`src/rtl/grid_reachability_check_defines.svh`:
```
// Assertion macros shared by the grid reachability check RTL.
// Included by modules that carry concurrent checks; depends on nothing.
`ifndef GRID_REACHABILITY_CHECK_DEFINES_SVH
`define GRID_REACHABILITY_CHECK_DEFINES_SVH

// Same-cycle implication, disabled while reset is asserted.
`define GRC_ASSERT_IMPL(lbl, clk, rstn, ante, cons) \
    lbl: assert property (@(posedge clk) disable iff (!rstn) (ante) |-> (cons)) \
        else $error("grc assertion failed");

// Next-cycle implication, disabled while reset is asserted.
`define GRC_ASSERT_NEXT(lbl, clk, rstn, ante, cons) \
    lbl: assert property (@(posedge clk) disable iff (!rstn) (ante) |=> (cons)) \
        else $error("grc assertion failed");

`endif

```
`src/rtl/grc_pkg.sv`:
```
// Package for the grid reachability check: tile codes, register indexes,
// default sizes and the loader-to-engine event type. No dependencies.
package grc_pkg;

    localparam int TILE_W       = 8;
    localparam int CFG_W        = 7;
    localparam int CFG_ADDR_W   = 1;
    localparam int OUT_W        = 8;
    localparam int DEF_MAX_ROWS = 64;
    localparam int DEF_MAX_COLS = 64;

    localparam logic [CFG_ADDR_W-1:0] REG_MAP_ROWS = 1'b0;
    localparam logic [CFG_ADDR_W-1:0] REG_MAP_COLS = 1'b1;
    localparam logic [CFG_W-1:0]      CFG_DIM_RESET = 7'd64;

    localparam logic [TILE_W-1:0] TILE_WALL      = 8'h31; // '1'
    localparam logic [TILE_W-1:0] TILE_FLOOR     = 8'h30; // '0'
    localparam logic [TILE_W-1:0] TILE_FILLED    = 8'h46; // 'F'
    localparam logic [TILE_W-1:0] TILE_EXIT      = 8'h45; // 'E'
    localparam logic [TILE_W-1:0] TILE_EXIT_SEEN = 8'h65; // 'e'
    localparam logic [TILE_W-1:0] TILE_START     = 8'h50; // 'P'

    // Loader -> engine events for one accepted item.
    typedef struct packed {
        logic wr;    // store the tile at the load position
        logic start; // last tile: begin fill and check
        logic found; // a start tile exists in this map
    } load_ev_t;

    // Tiles that are allowed once the fill is done.
    function automatic logic tile_ok(input logic [TILE_W-1:0] t);
        return (t == TILE_WALL) || (t == TILE_FILLED) ||
               (t == TILE_EXIT_SEEN) || (t == TILE_FLOOR);
    endfunction

endpackage

```
`src/rtl/grc_loader.sv`:
```
// Load-position tracker: row/column counters, start capture, and a
// bit-serial divider that rebuilds row/column after a size change. Uses grc_pkg.
module grc_loader import grc_pkg::*; #(
    parameter int  MAX_ROWS = DEF_MAX_ROWS,
    parameter int  MAX_COLS = DEF_MAX_COLS,
    localparam int RW  = $clog2(MAX_ROWS),
    localparam int CW  = $clog2(MAX_COLS),
    localparam int RDW = $clog2(MAX_ROWS + 1),
    localparam int CDW = $clog2(MAX_COLS + 1)
) (
    input  logic              aclk,
    input  logic              aresetn,
    input  logic              cfg_we,
    input  logic              in_accept,
    input  logic [TILE_W-1:0] in_tile,
    input  logic              in_last,
    input  logic [RDW-1:0]    rows,
    input  logic [CDW-1:0]    cols,
    output logic              busy,
    output load_ev_t          ev,
    output logic [RW-1:0]     wr_row,
    output logic [CW-1:0]     wr_col,
    output logic [RW-1:0]     start_row,
    output logic [CW-1:0]     start_col
);

    localparam int CELLS = MAX_ROWS * MAX_COLS;
    localparam int LPW   = $clog2(CELLS + 1);
    localparam int DCW   = $clog2(LPW + 1);

    typedef enum logic {L_RUN, L_DIV} ld_state_t;

    ld_state_t        state_reg;
    logic [LPW-1:0]   lp_reg;
    logic [LPW-1:0]   cells_reg;
    logic [RW-1:0]    row_reg;
    logic [CW-1:0]    col_reg;
    logic             found_reg;
    logic [RW-1:0]    srow_reg;
    logic [CW-1:0]    scol_reg;
    logic [LPW-1:0]   dvd_reg;
    logic [CDW-1:0]   rem_reg;
    logic [LPW-1:0]   quo_reg;
    logic [DCW-1:0]   cnt_reg;

    logic             in_range;
    logic             hit;
    logic             col_last;
    logic [CDW:0]     trial;
    logic             trial_ge;
    logic [CDW-1:0]   rem_step;
    logic [LPW-1:0]   quo_step;

    assign in_range = lp_reg < cells_reg;
    assign hit      = in_accept && in_range && (in_tile == TILE_START) && !found_reg;
    assign col_last = CDW'(col_reg) == (cols - CDW'(1));

    assign busy      = state_reg == L_DIV;
    assign ev.wr     = in_accept && in_range;
    assign ev.start  = in_accept && in_last;
    assign ev.found  = found_reg || hit;
    assign wr_row    = row_reg;
    assign wr_col    = col_reg;
    assign start_row = hit ? row_reg : srow_reg;
    assign start_col = hit ? col_reg : scol_reg;

    // one quotient bit per cycle: row = lp / cols, col = lp % cols
    assign trial    = {rem_reg, dvd_reg[LPW-1]};
    assign trial_ge = trial >= (CDW+1)'(cols);
    assign rem_step = trial_ge ? CDW'(trial - (CDW+1)'(cols)) : CDW'(trial);
    assign quo_step = {quo_reg[LPW-2:0], trial_ge};

    always_ff @(posedge aclk) begin
        cells_reg <= LPW'(rows) * LPW'(cols);
    end

    always_ff @(posedge aclk) begin
        if (!aresetn) begin
            state_reg <= L_DIV;
            cnt_reg   <= DCW'(LPW);
            lp_reg    <= '0;
            row_reg   <= '0;
            col_reg   <= '0;
            found_reg <= 1'b0;
            srow_reg  <= '0;
            scol_reg  <= '0;
            dvd_reg   <= '0;
            rem_reg   <= '0;
            quo_reg   <= '0;
        end else if (cfg_we) begin
            state_reg <= L_DIV;
            cnt_reg   <= DCW'(LPW);
            dvd_reg   <= lp_reg;
            rem_reg   <= '0;
            quo_reg   <= '0;
        end else begin
            unique case (state_reg)
                L_DIV: begin
                    dvd_reg <= {dvd_reg[LPW-2:0], 1'b0};
                    rem_reg <= rem_step;
                    quo_reg <= quo_step;
                    cnt_reg <= cnt_reg - DCW'(1);
                    if (cnt_reg == DCW'(1)) begin
                        row_reg   <= RW'(quo_step);
                        col_reg   <= CW'(rem_step);
                        state_reg <= L_RUN;
                    end
                end
                L_RUN: begin
                    if (in_accept && in_last) begin
                        lp_reg    <= '0;
                        row_reg   <= '0;
                        col_reg   <= '0;
                        found_reg <= 1'b0;
                    end else if (in_accept && in_range) begin
                        if (hit) begin
                            found_reg <= 1'b1;
                            srow_reg  <= row_reg;
                            scol_reg  <= col_reg;
                        end
                        lp_reg <= lp_reg + LPW'(1);
                        if (col_last) begin
                            col_reg <= '0;
                            row_reg <= row_reg + RW'(1);
                        end else begin
                            col_reg <= col_reg + CW'(1);
                        end
                    end
                end
                default: state_reg <= L_RUN;
            endcase
        end
    end

endmodule

```
`config.mk`:
```
export PLATFORM = sky130hd
export DESIGN_NAME = grc_loader
export DESIGN_NICKNAME = d
export VERILOG_FILES = /design/src/rtl/grid_reachability_check_defines.svh /design/src/rtl/grc_pkg.sv /design/src/rtl/grc_loader.sv
export SDC_FILE = /design/constraint.sdc
export NUM_CORES = 1
export LEC_CHECK = 0
export ABC_AREA = 1
export BUFFER_PORTS_ARGS = -buffer_cell sky130_fd_sc_hd__buf_2
export CORE_AREA = 5 5 138 173
export DETAILED_ROUTE_END_ITERATION = 16
export DIE_AREA = 0 0 143 178
export PLACE_DENSITY = 0.45
export SYNTH_ARGS = -nofsm -noshare
export SYNTH_HDL_FRONTEND = slang
export SYNTH_SLANG_ARGS = --single-unit
export TNS_END_PERCENT = 100
```
`constraint.sdc`:
```
create_clock -name aclk -period 6.3 [get_ports aclk]
set_input_delay 0.63 -clock aclk [delete_from_list [all_inputs] [get_ports aclk]]
set_output_delay 0.63 -clock aclk [all_outputs]
set_load 0.01 [all_outputs]
```
Word-level counts from Yosys, hierarchy flattened

Index checks and enable logic that the tools add are counted.

Flip-flop bits (word level): 81
Output and inout port bits: 28

Add/subtract/negate cells: 6
Multiply operators: 1
Order comparisons: 2
Eq/ne operators: 6
Multiplexer cells: 22
Bitwise operators: 4
Reductions and logical operators: 15

Operator list:

| cell                    | number |
|---|---|
| $mux W6                 | 10 |
| $mux W13                | 4 |
| $pmux W6 S2             | 2 |
| $add A13 B1 Y13 const B | 1 |
| $lt A13 B13 Y1          | 1 |
| $mul A7 B7 Y13          | 1 |
| $add A6 B1 Y6 const B   | 2 |
| $reduce_and A4 Y1       | 3 |
| $eq A8 B7 Y1 const B    | 1 |
| $ge A8 B7 Y1            | 1 |
| $eq A6 B7 Y1            | 1 |
| $mux W7                 | 1 |
| $sub A7 B1 Y7 const B   | 1 |
| $sub A7 B7 Y7           | 1 |
| $ne A3 B3 Y1 const B    | 2 |
| $reduce_and A3 Y1       | 2 |
| $reduce_bool A2 Y1      | 3 |
| $mux W1                 | 5 |
| $eq A4 B1 Y1 const B    | 1 |
| $logic_and A1 B1 Y1     | 4 |
| $not A1 Y1              | 4 |
| $sub A4 B1 Y4 const B   | 1 |
| $ne A2 B1 Y1 const B    | 1 |
| $reduce_or A2 Y1        | 1 |
| 2 further kinds         | 2 |

Depth between registers and ports, before layout

Gate-level depths: netlist of the first run.

Word-level depth: 7
Depth in mapped cells: 17
Mapped depth without buffers: 16

Worst setup path after synthesis of the first run

No wires, ideal clock.

Path kind: in2reg
Start point: input port cols[3]
End point: register cells_reg[9]
Arrival time: 4.098 ns
Data required time: 6.174 ns
Path slack: 2.076 ns
Stages on the path: 17
Path buffers: 1
Path through: buf_4 nand2_1 inv_1 fa_1 inv_1 fa_1 inv_1 fa_1 inv_1 fa_1 inv_1 ha_1 a21oi_1 o21ai_0 a21oi_1 o211ai_1 xor2_1

Cells in the longest elaborated chain, start to end: 1

Ends and longest elaborated chain:

| what                 | line             | source |
|---|---|---|
| start, declared      | grc_loader.sv:18 | `input logic [CDW-1:0] cols,` |
| $mul A7 B7 Y13       | grc_loader.sv:74 | `cells_reg <= LPW'(rows) * LPW'(cols);` |
| end signal, assigned | grc_loader.sv:74 |  |
| end, declared        | grc_loader.sv:35 | `logic [LPW-1:0] cells_reg;` |

Every way passes these cells.
A chain may end at the register's enable or synchronous reset.

Final worst setup path of the first run

Start point: input port cols[5]
End point: register cells_reg[9]

Same word-level chain as after synthesis.

==> results of run 1 <==
==> layer usage <==
metal	vias up	GRT usage, %	routed length (µm)
met5	-	0	0
met4	0	3.88	235
met3	12	1.58	426
met2	76	22.8	7770
met1	2602	18.1	8150
li1	3000	-	-
==> worst max-delay path, delay by kind of cell <==
family / cells / cell delay, ns
AOI/OAI and AO/OA: 4 / 0.66
xor gates and xnor gates: 1 / 0.15
adders and majority gates: 5 / 2.44
buffers and inverters: 4 / 0.35
and+or+nand+nor: 1 / 0.11
==> cell type report <==
cell class              count  area (µm²)  share of cell area, %
clock inverters             5        38.8                  0.541
repair buffers             55         278                   3.88
flip-flops and latches     81        1620                   22.6
well taps                 283         354                   4.94
clock buffers              11         243                   3.39
inverters                 171         649                   9.07
multi-input cells         645        3980                   55.5
==> metrics by stage <==
step	std cells	instance area, µm²	util (%)	power, mW
global placement	1235	6880	31.2	1.03
detailed placement	1235	6880	31.2	1.02
CTS	1251	7160	32.5	1.54
finish	1251	7160	32.5	1.51
floorplan	929	6480	-	0.929
global route	1251	7160	32.5	1.63
==> Yosys cell counts (6+ instances only) <==
cell        n  share of area [%]
nand2_1   247                 14
inv_1     163                9.4
dfxtp_1    81                 25
a21oi_1    65                5.0
nor2_1     61                3.5
ha_1       55                 11
nand3_1    43                3.3
fa_1       24                7.4
xor2_1     24                3.2
nand4_1    20                1.9
nor3_1     20                1.5
o21ai_0    17                1.3
nand3_2    11                1.7
o221ai_1    9                1.2
buf_2       8               0.62
buf_6       8                1.4
xnor2_1     7               0.95
clkbuf_1    6               0.35
inv_2       6               0.35
==> cell usage in the layout (no fill, tap or decap), types with 3 or more instances in the layout <==
master | synthesis | final
buf_2 | 8 | 54
dfxtp_1 | 81 | 81
a211oi_1 | 3 | 3
clkinvlp_4 | 0 | 4
nand2_1 | 247 | 247
a21oi_2 | 4 | 4
ha_1 | 55 | 55
clkbuf_16 | 0 | 9
inv_2 | 6 | 6
nand2_4 | 5 | 5
o21ai_0 | 17 | 17
nand2_2 | 4 | 4
inv_1 | 163 | 163
nor3_1 | 20 | 20
o221ai_1 | 9 | 9
xnor2_1 | 7 | 7
fa_1 | 24 | 24
nand3_2 | 11 | 11
nor2_4 | 3 | 3
nand4_1 | 20 | 20
nor2_1 | 61 | 61
nor2_2 | 5 | 5
nand3b_1 | 4 | 4
nand3_1 | 43 | 43
a21oi_1 | 65 | 65
xor2_1 | 24 | 24
==> worst paths after layout <==
path | startpoint | cells after the start | end
worst max register to register | busy | 5 | cnt_reg[3]
worst max-delay path | cols[5] | 15 | cells_reg[9]
worst min register to register | quo_reg[3] | 2 | quo_reg[3]
worst min-delay path | quo_reg[3] | 2 | quo_reg[3]
==> cells by family after synthesis <==
logic type               synth area share (%)
AO/OA/AOI/OAI                            9.80
buffers and inverters                    13.6
AND/OR/NAND/NOR                          29.3
XOR/XNOR                                 4.19
flip-flops                               25.0
adder cells (fa/ha/maj)                  18.0
==> where the power goes <==
group | switching [mW] | internal [mW] | total [mW]
Sequential | 0.0114 | 0.556 | 0.567
Clock | 0.222 | 0.279 | 0.502
Combinational | 0.264 | 0.175 | 0.439
Total | 0.498 | 1.01 | 1.51
==> reports/summary.txt, run 1 <==
CP most frequent cell: fa_1
Slew @ Worst Pin: 1.00 ns
Highest clock rate: 0.242 GHz
Post-CTS Hold Buffers: 0
Slowest-stage cell, CP: fa_1
CP max stage delay: 0.54 ns
Layout net count: 1,069
Synthesized area: 6480 µm²
Crit path DAT: 4.36 ns
Setup ws final: 2.16 ns
Max_cap viols: 0
CTS root buf: clkbuf_16
Number of hold violations in the final report: 0
Number of global-route vias before repair: 5,596
R2R Setup Slk: 3.62 ns
CTS tree: yes
Slew Limit Fails: 0
Vias per cell: 4.55
Clock skew: 0.00787 ns
Detail Route Antenna Nets: 0
Seq/Total Area, Yosys: 25.0%
IO Port Bufs: 54
Crit share post-route: 65.7%
Initial antenna violation count: 0
Worst Path Max Fanout: 10
# fillers: 2,425
DP Worst Slack: 1.81 ns
Worst-path cell chain: buf_2, nand2_1, fa_1, fa_1, inv_1, fa_1, inv_1, fa_1, inv_1, ha_1, a21oi_1, o21ai_0, a21oi_1, o211ai_1, xor2_1
Clock Pin Slew Worst Setup and Hold Paths: 0.07 ns
Pleak: 3.64 nW
Hold/Removal Path Class: register to register
Die footprint: 25,500 µm²
Hold slack: 0.460 ns
Cell Rows: 61
Slew HR: 32.8%
Yosys cell types: 43
# setup viols final: 0
Core Area: 22,100 µm²
1st-iter DRT viols: 322
Maximum VDD drop: 0.104 mV
Syn Nets: 1,035
Crit path launch type: primary input
Pin count of the biggest net entering global routing: 32
Die width: 143 µm
Initial core utilization: 29.4%
First-pass GRT wire length: 27,700 µm
Ports: 55
Vias after detailed routing: 5,690
Synth Instances: 929
Overflow after GRT: 0
Number of flops mapped to enable cells by yosys: 0
Synthesized area per cell: 6.98 µm²
Tmin final: 4.14 ns
Setup CP Type: primary input to register
Setup_tns: 0 ns
Drc violations: 0
Clk_lat worst skew: 0.34 ns
Cell Pwr Density: 210 nW/µm²
CTS resizes: 0
Asr flop ratio synth: 0%
Post-synth top flop: dfxtp_1
Max clock buf depth: 2
Clock Sinks: 81
Htree depth: 3
Routed length per instance: 13.3 µm
Outcome: completed
# Post-CTS Setup Buffers: 0
DRT Pass-1 Iters: 4
Die height: 178 µm
Diodes inserted: 0
Area delta synth->final: 10.5%
Total Routing Usage GR: 13.5%
GPL Wtd Cong: 0.809
Synthesis Warnings: 0
RSZ-0062 raised after global routing: false
Layout cell share with drive strength beyond 1: 11.7%
DP Wirelength: 12,800 µm
Critical path required time: 6.52 ns
TritonCTS Buffers: 9
CP Capture Type: register
Synth Register Bits: 81
Final Routed Wirelength: 16,600 µm
Note: power is estimated with default switching activity, not from simulation.
==> run 2, diff against run 1 <==
--- a/config.mk
+++ b/config.mk
@@ -10,7 +10,7 @@
 export CORE_AREA = 5 5 138 173
 export DETAILED_ROUTE_END_ITERATION = 16
 export DIE_AREA = 0 0 143 178
-export PLACE_DENSITY = 0.45
+export PLACE_DENSITY = 0.47
 export SYNTH_ARGS = -nofsm -noshare
 export SYNTH_HDL_FRONTEND = slang
 export SYNTH_SLANG_ARGS = --single-unit
==> constraint.sdc (replaced) <==
create_clock -name aclk -period 3.6 [get_ports aclk]
set_input_delay 0.36 -clock aclk [delete_from_list [all_inputs] [get_ports aclk]]
set_output_delay 0.36 -clock aclk [all_outputs]
set_load 0.01 [all_outputs]
==> run 2 against run 1 <==
  * Sequential power increased by 75%
  * Critical endpoint is now cells_reg[10]
  * Critical path depth unchanged
  * Clock skew decreased by 0.0024 ns
  * Die area unchanged
  * Clock-buffer cell count decreased by 1
  * Clock power increased by 69%
  * Critical path type unchanged
  * Highest routed layer unchanged
==> reports/summary.txt, run 2 (synthesized netlist as in run 1, its figures left out) <==
Outcome: completed
Sw frac: 32.0% (-0.99 points)
DP Area: 7200 µm² (+4.7%)
Clock skew: 0.00550 ns (-0.00237 ns)
CTS resizes: 0 (unchanged)
Max clock buf depth: 2 (unchanged)
Die width: 143 µm (unchanged)
RSZ-0062 raised after global routing: false
Total Routing Usage GR: 13.5% (+0.049 points)
Overflow after GRT: 0 (unchanged)
Routed length per instance: 12.8 µm (-3.4%)
Area delta synth->final: 15.4%
Seq pwr share: 35.6% (-2.0 points)
Maximum VDD drop: 0.162 mV (+55%)
Core Area: 22,100 µm² (unchanged)
CTS tree: yes
GPL Wtd Cong: 0.807 (-0.20%)
Crit path DAT: 3.64 ns (-0.72 ns)
Most frequent cells in the layout: nand2_1, inv_1, dfxtp_1
IO Port Bufs: 54 (unchanged)
Vias per cell: 4.47 (-1.8%)
Layout net count: 1,108 (+3.6%)
DP Worst Slack: -0.148 ns (-1.96 ns)
Setup CP Type: primary input to register
Critical path required time: 3.86 ns (-2.66 ns)
Ports: 55 (unchanged)
Worst Path Max Fanout: 4 (-6)
Fin area: 7480 µm² (+4.5%)
Slew @ Worst Pin: 0.783 ns (-0.222 ns)
Core Util, Final: 33.9% (+1.5 points)
Crit path launch type: primary input
Internal: 1.90 mW (+88%)
# Post-CTS Setup Buffers: 0 (unchanged)
Number of hold violations in the final report: 0 (unchanged)
Pleak: 3.85 nW (+5.7%)
CTS root buf: clkbuf_16
Hold/Removal Path Class: primary input to register
Initial antenna violation count: 0 (unchanged)
Final Routed Wirelength: 16,500 µm (-0.39%)
Max_cap viols: 0 (unchanged)
CP Buf/Inv Count: 4 (unchanged)
Highest clock rate: 0.296 GHz
Die height: 178 µm (unchanged)
Drc violations: 0 (unchanged)
Die footprint: 25,500 µm² (unchanged)
Clock power share: 30.5% (-2.8 points)
Vias after detailed routing: 5,764 (+1.3%)
Cell Pwr Density: 373 nW/µm² (+77%)
CP Capture Type: register
DP Wirelength: 12,800 µm (about the same)
Pin count of the biggest net entering global routing: 31 (-3.1%)
Hold slack: 0.376 ns (-0.0837 ns)
# setup viols final: 0 (unchanged)
Layout cell share with drive strength beyond 1: 16.1% (+4.4 points)
Worst-path cell chain: buf_2, nand2_1, fa_1, fa_1, inv_1, fa_1, inv_1, fa_1, inv_2, ha_4, nand2_1, nor2_1, a21oi_1, o21ai_1, xor2_1
CP most frequent cell: fa_1
Crit path max-delay family: adder cells
Detail Route Antenna Nets: 0 (unchanged)
Htree depth: 3 (unchanged)
CP max stage delay: 0.54 ns (about the same)
Total power: 2.79 mW (+85%)
First-pass GRT wire length: 28,000 µm (+1.1%)
TritonCTS Buffers: 9 (unchanged)
Clk_lat worst skew: 0.34 ns (about the same)
Most common cell after layout, fill and taps aside: nand2_1
Clock Pin Slew Worst Setup and Hold Paths: 0.06 ns (about the same)
Number of global-route vias before repair: 5,745 (+2.7%)
Tmin final: 3.38 ns
Diodes inserted: 0 (unchanged)
Slew Limit Fails: 0 (unchanged)
Crit share post-route: 93.9%
1st-iter DRT viols: 247 (-23%)
Sw power: 0.894 mW (+80%)
DRT Pass-1 Iters: 4 (unchanged)
Comb power frac: 33.9% (+4.8 points)
Clock Sinks: 81 (unchanged)
Slew HR: 47.5% (+15 points)
Cell Rows: 61 (unchanged)
Setup ws final: 0.221 ns (-1.94 ns)
Initial core utilization: 29.4% (unchanged)
Slowest-stage cell, CP: fa_1
Post-CTS Hold Buffers: 0 (unchanged)
==> run 2: cell count changes in the layout (fill, tap and decap cells not counted), moves of 2 or more <==
| cell | change |
|---|---|
| buf_4 | +39 |
| a21oi_1 | -3 |
| clkinv_2 | +5 |
| clkinvlp_4 | -4 |
| o21ai_2 | +2 |
| o21ai_0 | -3 |
| a21oi_2 | +3 |
==> run 2: cell type report <==
| cell class | instances | area [µm²] |
|---|---|---|
| fill | 2421 | 14600 |
| multi-input combinational | 645 | 4020 |
| sequential | 81 | 1620 |
| inverter | 171 | 649 |
| timing repair buffer | 94 | 571 |
| tap | 283 | 354 |
| clock buffer | 10 | 239 |
| clock inverter | 6 | 33.8 |
==> run 2: power groups by stage <==
stage / combinational [mW] / clock (mW) / sequential [mW]
after floorplan: 0.655 / 0 / 1.01
after global placement: 0.957 / 0 / 1.01
after detailed placement: 0.952 / 0 / 1.01
after CTS: 0.962 / 0.883 / 0.993
after global routing: 1.11 / 0.914 / 0.998
final: 0.947 / 0.850 / 0.992
==> run 2: routing by layer <==
metal | share of wire [%] | vias up | wire length, µm | track usage (%)
li1 | - | 3072 | - | -
met5 | 0 | - | 0 | 0
met3 | 2.8 | 13 | 470 | 1.18
met4 | 1.3 | 0 | 208 | 3.65
met1 | 48 | 2597 | 8000 | 17.9
met2 | 47 | 82 | 7840 | 23.6
==> run 2: path summary, 6_finish.rpt <==
check	cells past startpoint	startpoint	slack, ns	end
min reg2reg	2	quo_reg[2]	0.46	quo_reg[2]
min	3	cols[0]	0.38	cells_reg[0]
max	15	rows[2]	0.22	cells_reg[10]
max reg2reg	11	lp_reg[11]	1.24	srow_reg[3]
==> run 2: worst min-delay path, cell delays in order <==
cell     delay (ns)
buf_2          0.17
nand2_1        0.10
inv_1          0.03
==> run 2: metrics by stage <==
step / TNS, ns / instances
after global routing: 0 / 1290
after floorplan: -0.0255 / 929
final: 0 / 1290
after CTS: 0 / 1290
after detailed placement: -0.506 / 1274
after global placement: -0.404 / 1274
